==> src/sv/rbl_pkg.sv <==
package rbl_pkg;

  // Input item
  typedef struct packed {
    logic [2:0] opcode;
    logic       rx_pin;
    logic [1:0] argument;
  } rbl_in_t;

  // Result item
  typedef struct packed {
    logic        ack;
    logic        rx_bit_valid;
    logic        rx_bit;
    logic        tx_bit_request;
    logic        ctl0;
    logic        ctl1;
    logic        txd;
    logic [15:0] compare_value;
    logic        load_compare;
    logic        clear_counter;
    logic        timer_enable;
    logic [2:0]  radio_mode;
  } rbl_out_t;

  // Configuration register file contents
  typedef struct packed {
    logic [15:0] off_period;
    logic [15:0] on_period;
    logic [15:0] full_bit_period;
    logic [15:0] rate_one_period;
    logic [15:0] rate_two_period;
    logic [2:0]  silence_limit;
  } rbl_cfg_t;

  // Opcodes
  localparam logic [2:0] OP_TICK     = 3'd0;
  localparam logic [2:0] OP_SEND_BIT = 3'd1;
  localparam logic [2:0] OP_POWER    = 3'd2;
  localparam logic [2:0] OP_TX_MODE  = 3'd3;
  localparam logic [2:0] OP_RX_MODE  = 3'd4;
  localparam logic [2:0] OP_SET_RATE = 3'd5;

  // Power command arguments
  localparam logic [1:0] PWR_OFF = 2'd0;
  localparam logic [1:0] PWR_ON  = 2'd1;

  // Rate levels
  localparam logic [1:0] RATE_ON   = 2'd0;
  localparam logic [1:0] RATE_ONE  = 2'd1;
  localparam logic [1:0] RATE_TWO  = 2'd2;
  localparam logic [1:0] RATE_FULL = 2'd3;

  // Reported radio mode codes
  localparam logic [2:0] RM_RX        = 3'd0;
  localparam logic [2:0] RM_TX        = 3'd1;
  localparam logic [2:0] RM_OFF       = 3'd2;
  localparam logic [2:0] RM_SENSE_OFF = 3'd3;
  localparam logic [2:0] RM_SENSE_ON  = 3'd4;

  // Configuration register indexes
  localparam logic [2:0] CFG_OFF_PERIOD      = 3'd0;
  localparam logic [2:0] CFG_ON_PERIOD       = 3'd1;
  localparam logic [2:0] CFG_FULL_BIT_PERIOD = 3'd2;
  localparam logic [2:0] CFG_RATE_ONE_PERIOD = 3'd3;
  localparam logic [2:0] CFG_RATE_TWO_PERIOD = 3'd4;
  localparam logic [2:0] CFG_SILENCE_LIMIT   = 3'd5;

  // Reset values
  localparam logic [15:0] RST_OFF_PERIOD      = 16'd1040;
  localparam logic [15:0] RST_ON_PERIOD       = 16'd80;
  localparam logic [15:0] RST_FULL_BIT_PERIOD = 16'd200;
  localparam logic [15:0] RST_RATE_ONE_PERIOD = 16'd300;
  localparam logic [15:0] RST_RATE_TWO_PERIOD = 16'd400;
  localparam logic [2:0]  RST_SILENCE_LIMIT   = 3'd6;

  // Zero-run counter saturation point
  localparam logic [2:0] ZERO_RUN_MAX = 3'd7;

endpackage

==> src/sv/rbl_cfg.sv <==
module rbl_cfg (
  input  logic                clk,
  input  logic                rst_n,
  input  logic                cfg_we,
  input  logic [2:0]          cfg_index,
  input  logic [15:0]         cfg_wdata,
  output rbl_pkg::rbl_cfg_t   cfg
);
  import rbl_pkg::*;

  rbl_cfg_t cfg_r;

  // Register file; writes beyond the list are dropped
  always_ff @(posedge clk) begin
    if (!rst_n) begin
      cfg_r.off_period      <= RST_OFF_PERIOD;
      cfg_r.on_period       <= RST_ON_PERIOD;
      cfg_r.full_bit_period <= RST_FULL_BIT_PERIOD;
      cfg_r.rate_one_period <= RST_RATE_ONE_PERIOD;
      cfg_r.rate_two_period <= RST_RATE_TWO_PERIOD;
      cfg_r.silence_limit   <= RST_SILENCE_LIMIT;
    end else if (cfg_we) begin
      case (cfg_index)
        CFG_OFF_PERIOD:      cfg_r.off_period      <= cfg_wdata;
        CFG_ON_PERIOD:       cfg_r.on_period       <= cfg_wdata;
        CFG_FULL_BIT_PERIOD: cfg_r.full_bit_period <= cfg_wdata;
        CFG_RATE_ONE_PERIOD: cfg_r.rate_one_period <= cfg_wdata;
        CFG_RATE_TWO_PERIOD: cfg_r.rate_two_period <= cfg_wdata;
        CFG_SILENCE_LIMIT:   cfg_r.silence_limit   <= cfg_wdata[2:0];
        default: ;
      endcase
    end
  end

  assign cfg = cfg_r;

endmodule

==> src/sv/rbl_core.sv <==
module rbl_core (
  input  logic               clk,
  input  logic               rst_n,
  input  rbl_pkg::rbl_cfg_t  cfg,
  input  logic               fire,
  input  rbl_pkg::rbl_in_t   item,
  output rbl_pkg::rbl_out_t  res
);
  import rbl_pkg::*;

  typedef enum logic [4:0] {
    ST_RX        = 5'b00001,
    ST_TX        = 5'b00010,
    ST_OFF       = 5'b00100,
    ST_SENSE_OFF = 5'b01000,
    ST_SENSE_ON  = 5'b10000
  } mode_t;

  mode_t       mode_r, mode_nxt;
  logic [2:0]  zero_run_r, zero_run_nxt;
  logic        ctl0_r, ctl0_nxt;
  logic        ctl1_r, ctl1_nxt;
  logic        txd_r, txd_nxt;
  logic        timer_on_r, timer_on_nxt;
  logic [15:0] period_r, period_nxt;

  logic        do_rate;
  logic [1:0]  rate_lvl;
  logic        load, clear;
  logic        ack, rv, rb, treq;
  logic [2:0]  mode_code;

  // Next-state and result decode for one item
  always_comb begin
    mode_nxt     = mode_r;
    zero_run_nxt = zero_run_r;
    ctl0_nxt     = ctl0_r;
    ctl1_nxt     = ctl1_r;
    txd_nxt      = txd_r;
    timer_on_nxt = timer_on_r;
    period_nxt   = period_r;
    do_rate      = 1'b0;
    rate_lvl     = RATE_FULL;
    load         = 1'b0;
    clear        = 1'b0;
    ack          = 1'b0;
    rv           = 1'b0;
    rb           = 1'b0;
    treq         = 1'b0;

    case (item.opcode)
      OP_TICK: begin
        if (timer_on_r) begin
          case (mode_r)
            ST_TX: treq = 1'b1;
            ST_RX: begin
              if (item.rx_pin) begin
                zero_run_nxt = '0;
              end else if (zero_run_r != ZERO_RUN_MAX) begin
                zero_run_nxt = 3'(zero_run_r + 3'd1);
              end
              rv = 1'b1;
              rb = item.rx_pin;
              if (zero_run_nxt > cfg.silence_limit) mode_nxt = ST_SENSE_OFF;
            end
            ST_SENSE_OFF: begin
              mode_nxt   = ST_SENSE_ON;
              period_nxt = cfg.on_period;
              load       = 1'b1;
              ctl0_nxt   = 1'b1;
              ctl1_nxt   = 1'b1;
            end
            ST_SENSE_ON: begin
              rv = 1'b1;
              rb = item.rx_pin;
              if (item.rx_pin) begin
                // carrier heard: back to receive at full bit period
                do_rate      = 1'b1;
                rate_lvl     = RATE_FULL;
                mode_nxt     = ST_RX;
                zero_run_nxt = '0;
              end else begin
                mode_nxt   = ST_SENSE_OFF;
                period_nxt = cfg.off_period;
                load       = 1'b1;
                ctl0_nxt   = 1'b0;
                ctl1_nxt   = 1'b0;
              end
            end
            default: ;
          endcase
        end
      end
      OP_SEND_BIT: begin
        if (mode_r == ST_TX) begin
          txd_nxt = item.argument[0];
          ack     = 1'b1;
        end
      end
      OP_POWER: begin
        if (item.argument == PWR_OFF) begin
          ctl0_nxt     = 1'b0;
          ctl1_nxt     = 1'b0;
          timer_on_nxt = 1'b0;
          mode_nxt     = ST_OFF;
        end else if (item.argument == PWR_ON) begin
          mode_nxt     = ST_SENSE_OFF;
          timer_on_nxt = 1'b1;
        end
        ack = 1'b1;
      end
      OP_TX_MODE: begin
        ctl0_nxt = 1'b1;
        ctl1_nxt = 1'b0;
        mode_nxt = ST_TX;
        ack      = 1'b1;
      end
      OP_RX_MODE: begin
        ctl0_nxt = 1'b1;
        ctl1_nxt = 1'b1;
        txd_nxt  = 1'b0;
        do_rate  = 1'b1;
        rate_lvl = RATE_FULL;
        mode_nxt = ST_SENSE_ON;
        ack      = 1'b1;
      end
      OP_SET_RATE: begin
        do_rate  = 1'b1;
        rate_lvl = item.argument;
        ack      = 1'b1;
      end
      default: ;
    endcase

    // Rate level load; levels 1 and 2 keep the counter running
    if (do_rate) begin
      load = 1'b1;
      case (rate_lvl)
        RATE_ON: begin
          period_nxt = cfg.on_period;
          clear      = 1'b1;
        end
        RATE_ONE: period_nxt = cfg.rate_one_period;
        RATE_TWO: period_nxt = cfg.rate_two_period;
        default: begin
          period_nxt = cfg.full_bit_period;
          clear      = 1'b1;
        end
      endcase
    end
  end

  // Reported mode code
  always_comb begin
    case (mode_nxt)
      ST_RX:        mode_code = RM_RX;
      ST_TX:        mode_code = RM_TX;
      ST_OFF:       mode_code = RM_OFF;
      ST_SENSE_OFF: mode_code = RM_SENSE_OFF;
      ST_SENSE_ON:  mode_code = RM_SENSE_ON;
      default:      mode_code = RM_RX;
    endcase
  end

  assign res.ack            = ack;
  assign res.rx_bit_valid   = rv;
  assign res.rx_bit         = rb;
  assign res.tx_bit_request = treq;
  assign res.ctl0           = ctl0_nxt;
  assign res.ctl1           = ctl1_nxt;
  assign res.txd            = txd_nxt;
  assign res.compare_value  = period_nxt;
  assign res.load_compare   = load;
  assign res.clear_counter  = clear;
  assign res.timer_enable   = timer_on_nxt;
  assign res.radio_mode     = mode_code;

  // Controller state, advanced once per transfer to the result stage
  always_ff @(posedge clk) begin
    if (!rst_n) begin
      mode_r     <= ST_RX;
      zero_run_r <= '0;
      ctl0_r     <= 1'b1;
      ctl1_r     <= 1'b1;
      txd_r      <= 1'b0;
      timer_on_r <= 1'b1;
      period_r   <= RST_FULL_BIT_PERIOD;
    end else if (fire) begin
      mode_r     <= mode_nxt;
      zero_run_r <= zero_run_nxt;
      ctl0_r     <= ctl0_nxt;
      ctl1_r     <= ctl1_nxt;
      txd_r      <= txd_nxt;
      timer_on_r <= timer_on_nxt;
      period_r   <= period_nxt;
    end
  end

`ifndef SYNTHESIS
  // Off mode is only reached with the timer stopped
  a_off_timer_stopped: assert property (@(posedge clk) disable iff (!rst_n)
    mode_r == ST_OFF |-> !timer_on_r)
    else $error("off mode with timer running");

  // Counter clear only comes with a period load
  a_clear_needs_load: assert property (@(posedge clk) disable iff (!rst_n)
    res.clear_counter |-> res.load_compare)
    else $error("counter clear without compare load");

  // Receive command lands in sense-on at the full bit period
  a_rx_cmd: assert property (@(posedge clk) disable iff (!rst_n)
    fire && item.opcode == OP_RX_MODE |=>
      mode_r == ST_SENSE_ON && period_r == $past(cfg.full_bit_period))
    else $error("receive command did not enter sense-on");

  // A tick with the timer stopped leaves the state alone
  a_tick_stopped: assert property (@(posedge clk) disable iff (!rst_n)
    fire && item.opcode == OP_TICK && !timer_on_r |=>
      $stable(mode_r) && $stable(zero_run_r) && $stable(period_r))
    else $error("tick changed state with timer stopped");
`endif

endmodule

==> src/sv/radio_bit_low_power_listen.sv <==
// Channel | Ports                                  | Direction
// input   | in_valid, in_ready, in_data            | item in
// result  | out_valid, out_ready, out_data         | item out
// config  | cfg_we, cfg_index, cfg_wdata           | write only
//
// One item per cycle sustained while out_ready stays high; a result passes
// through the input register, then the result register.
// Both stages hold under stall; in_ready stays high while the input stage
// is empty or can drain into the result stage in the same cycle.
// Synchronous active-low reset clears valid flags, controller state and
// configuration registers to their defaults.
module radio_bit_low_power_listen (
  input  logic               clk,
  input  logic               rst_n,
  input  logic               in_valid,
  output logic               in_ready,
  input  rbl_pkg::rbl_in_t   in_data,
  output logic               out_valid,
  input  logic               out_ready,
  output rbl_pkg::rbl_out_t  out_data,
  input  logic               cfg_we,
  input  logic [2:0]         cfg_index,
  input  logic [15:0]        cfg_wdata
);
  import rbl_pkg::*;

  rbl_cfg_t cfg;
  rbl_in_t  in_data_r;
  logic     in_valid_r;
  rbl_out_t out_data_r;
  logic     out_valid_r;
  rbl_out_t res;
  logic     move;

  rbl_cfg u_cfg (
    .clk       (clk),
    .rst_n     (rst_n),
    .cfg_we    (cfg_we),
    .cfg_index (cfg_index),
    .cfg_wdata (cfg_wdata),
    .cfg       (cfg)
  );

  // Input stage drains when the result stage is empty or being taken
  assign move     = in_valid_r && (!out_valid_r || out_ready);
  assign in_ready = !in_valid_r || move;

  rbl_core u_core (
    .clk   (clk),
    .rst_n (rst_n),
    .cfg   (cfg),
    .fire  (move),
    .item  (in_data_r),
    .res   (res)
  );

  // Input register
  always_ff @(posedge clk) begin
    if (!rst_n) begin
      in_valid_r <= 1'b0;
    end else if (in_ready) begin
      in_valid_r <= in_valid;
    end
  end

  always_ff @(posedge clk) begin
    if (in_valid && in_ready) begin
      in_data_r <= in_data;
    end
  end

  // Result register
  always_ff @(posedge clk) begin
    if (!rst_n) begin
      out_valid_r <= 1'b0;
    end else if (move) begin
      out_valid_r <= 1'b1;
    end else if (out_ready) begin
      out_valid_r <= 1'b0;
    end
  end

  always_ff @(posedge clk) begin
    if (move) begin
      out_data_r <= res;
    end
  end

  assign out_valid = out_valid_r;
  assign out_data  = out_data_r;

endmodule

==> config.mk <==
export PLATFORM = sky130hd
export DESIGN_NAME = radio_bit_low_power_listen
export DESIGN_NICKNAME = d
export VERILOG_FILES = /design/src/sv/rbl_pkg.sv /design/src/sv/rbl_cfg.sv /design/src/sv/rbl_core.sv /design/src/sv/radio_bit_low_power_listen.sv
export SDC_FILE = /design/constraint.sdc
export NUM_CORES = 1
export LEC_CHECK = 0
export BUFFER_PORTS_ARGS = -buffer_cell sky130_fd_sc_hd__buf_4
export CORE_ASPECT_RATIO = 1.4
export CORE_MARGIN = 4
export CORE_UTILIZATION = 60
export CTS_BUF_LIST = sky130_fd_sc_hd__clkbuf_16
export DETAILED_ROUTE_END_ITERATION = 10
export PLACE_DENSITY = 0.8
export REMOVE_ABC_BUFFERS = 1
export SYNTH_ARGS = -nofsm -noshare
export SYNTH_HDL_FRONTEND = slang
export SYNTH_HIERARCHICAL = 1
export SYNTH_SLANG_ARGS = --single-unit
==> constraint.sdc <==
create_clock -name clk -period 3.8 [get_ports clk]
set_input_delay 0.76 -clock clk [delete_from_list [all_inputs] [get_ports clk]]
set_output_delay 0.76 -clock clk [all_outputs]
set_load 0.03 [all_outputs]
==> summary.txt <==
Pwr
  • Maximum vdd drop: 339.6 µV
  • Sw Share: 0.2435
  • Comb power frac: 0.094
  • Switch Pwr: 909.4 µW
  • Sequential share of power: 0.459
  • Internal: 2826 µW
  • Power density cells: 458.5 nW/µm²
  • Clk network pwr share: 0.447
  • Pleak: 0.003482 µW

Global route
  • First-pass GRT wire length: 29660 µm
  • Global route overflow: 0
  • Vias in the first global route: 5942
  • Overall Global Routing Usage: 0.2780
  • Initial antenna violation count: 0
  • Largest net degree at the start of global routing: 86

Timing
  • Final period utilization: 0.8878
  • Fmax: 0.2964 GHz
  • Max Slew Vio Count: 0
  • Final setup violation count: 0
  • Count of final hold-check violations: 0
  • Post-Route Skew: 0.007379 ns
  • RSZ-0062 raised after global routing: false
  • Max_slew headroom: 0.1595
  • Final min period: 3.374 ns
  • Worst Max-Slew Pin Slew: 1.261 ns

Placed design
  • HPWL Detailed: 11530 µm
  • Routability cong.: 0.8383
  • Dpl cells: 896
  • Placed cell area: 7553 µm²
  • Port Buf Inserts: 60

CTS
  • Clock Tree Buf Depth: 2
  • Post-CTS Setup Bufs: 0
  • CTS tree: built
  • Clock-pin slew on the worst setup and hold paths: 0.06 ns
  • H-Tree Depth: 4
  • Clock Sinks: 148
  • Hold_buf cts: 0
  • Clock latency on the worst-skew pair: 0.41 ns
  • Post_cts resized: 0
  • CTS root buf: clkbuf_16
  • CTS buffer count: 17

Logic synthesis
  • Post-synthesis cell area: 7157 µm²
  • Post-synthesis register bit count: 148
  • Main combinational cell family by area after synthesis: simple AND/OR/NAND/NOR gates
  • Post-synth ARST share: 0
  • Mux cell area share after synthesis: 0.1470
  • Warnings from Yosys: 6
  • Post-Synth XOR/XNOR Area: 0.002448
  • Synth Area in Compound Gates: 0.1329
  • Synthesized area per cell: 9.594 µm²
  • Ys flop type: dfxtp_1
  • Post-synthesis sequential area ratio: 0.4629
  • Library cells used by synthesis: 63
  • Post-Synth Simple-Gate Area: 0.1785
  • Post-synth EDFFs: 35
  • Gate Count Post-Synth: 746
  • Synth Area in Adders: 0.01399

Floorplan
  • FP Rows: 46
  • DIE AREA: 13760 µm²
  • IO Pins: 61
  • Initial core utilization: 0.6217
  • DIE HEIGHT: 137.2 µm
  • Placeable core area: 11510 µm²
  • Die width: 100.3 µm

Final layout
  • Most common cell after layout, fill and taps aside: dfxtp_1
  • Post-Layout Cell Count: 928
  • Non-Filler Cell Area, Final: 8147 µm²
  • Antenna Cells: 0
  • Most frequent cells in the layout: 113 x dfxtp_1, 109 x nand2_1, 104 x mux2i_1
  • Layout cells sized above 1: 0.1492
  • Synth-to-Final Area Change: 13.83%
  • Nets: 809

Route
  • Initial drt markers: 600
  • Detail Route Antenna Nets: 0
  • DR WL/cell: 20.31 µm
  • Via density: 6.372
  • Routed via count: 5913
  • DR pass1 iterations: 7
  • Final wirelength: 18850 µm
  • DRC viols: 0

Setup path
  • Type of origin of the critical path: register
  • CP Max Fanout: 17
  • WP data required: 4.10 ns
  • Critical Path AT: 3.68 ns
  • Worst Setup End Kind: register
  • Setup CP Type: register to register

Flow run
  • Max_cap viols: 0

Status
  • Status: finished, final reports clean

Hold path
  • Hold crit path type: register to register
-- critical path: stages, from the launching register on --
cell	delay (ns)
edfxtp_1	0.66
nor2b_1	0.37
nand2_1	0.11
or2_2	0.34
inv_1	0.10
ha_1	0.76
a222oi_1	0.25
mux2i_1	0.22
nor2_1	0.11
o31ai_1	0.33
-- final cells by class --
| cell class | instances | area [µm²] |
|---|---|---|
| clock buffers | 17 | 425.4 |
| clock inverters | 15 | 167.7 |
| fillers | 857 | 3364 |
| inverters | 31 | 116.4 |
| multi-input cells | 503 | 3406 |
| flip-flops and latches | 148 | 3313 |
| well taps | 144 | 180.2 |
| repair buffers | 70 | 538.0 |
-- power by group through the flow --
stage                     clock (µW)  sequential, µW  combinational (µW)
after floorplan                    0            1770                 177
after global placement             0            1740                 333
after detailed placement           0            1750                 343
after CTS                       1680            1710                 347
after global routing            1740            1720                 376
final                           1670            1710                 352
-- routing by layer --
layer	part of all wire	routed length [µm]	GRT usage
met1	0.36	6865	0.3153
met2	0.50	9461	0.4771
met3	0.082	1536	0.05420
met4	0.052	983	0.1730
met5	0	0	0
-- Yosys cell counts, types with 6 or more instances --
master | n | area share
edfxtp_1 | 35 | 0.15
nor2_1 | 58 | 0.030
nor3_1 | 11 | 0.0077
nor2b_1 | 33 | 0.029
inv_1 | 30 | 0.016
nand3_1 | 16 | 0.011
clkbuf_1 | 33 | 0.017
mux2i_1 | 104 | 0.15
buf_2 | 16 | 0.011
a21oi_1 | 21 | 0.015
nand2_1 | 109 | 0.057
o31ai_1 | 15 | 0.016
ha_1 | 8 | 0.014
a211oi_1 | 16 | 0.017
buf_4 | 12 | 0.013
a222oi_1 | 16 | 0.022
a211o_1 | 6 | 0.0073
dfxtp_1 | 113 | 0.32
o21ai_0 | 26 | 0.018
-- state kept, by name, summed over array words and instances (netlist names), 3 cells and up --
name               flops
in_data_r              6
out_data              29
u_cfg/cfg             83
u_core/mode_r          5
u_core/period_r       16
u_core/zero_run_r      3
-- per-stage QoR --
| step | utilization | power [µW] | TNS, ns | setup slack [ns] | hold slack, ns |
|---|---|---|---|---|---|
| 3_3_place_gp | 0.6562 | 2076 | 0 | 0.8655 | 0.4341 |
| 6_report | 0.7077 | 3735 | 0 | 0.4263 | 0.4606 |
| 2_1_floorplan | - | 1944 | -1.866 | -0.4269 | 0.4260 |
| 4_1_cts | 0.7077 | 3738 | 0 | 0.5448 | 0.4627 |
| 5_1_grt | 0.7077 | 3839 | 0 | 0.2420 | 0.4781 |
| 3_5_place_dp | 0.6562 | 2089 | 0 | 0.6233 | 0.4501 |
-- path summary, 6_finish.rpt --
check                start            endpoint  slack (ns)  cells after the start
max           in_data_r[3]  u_core/period_r[5]        0.43                      9
min          u_core/ctl0_r       u_core/ctl0_r        0.46                      1
max reg2reg   in_data_r[3]  u_core/period_r[5]        0.43                      9
min reg2reg  u_core/ctl0_r       u_core/ctl0_r        0.46                      1
-- cell families after synthesis --
group           after synthesis
flops                       148
buf+inv                      95
simple gates                259
mux                         105
compound gates              129
xor+xnor                      2
fa+ha+maj                     8
Power figures use the tool's default switching activity.
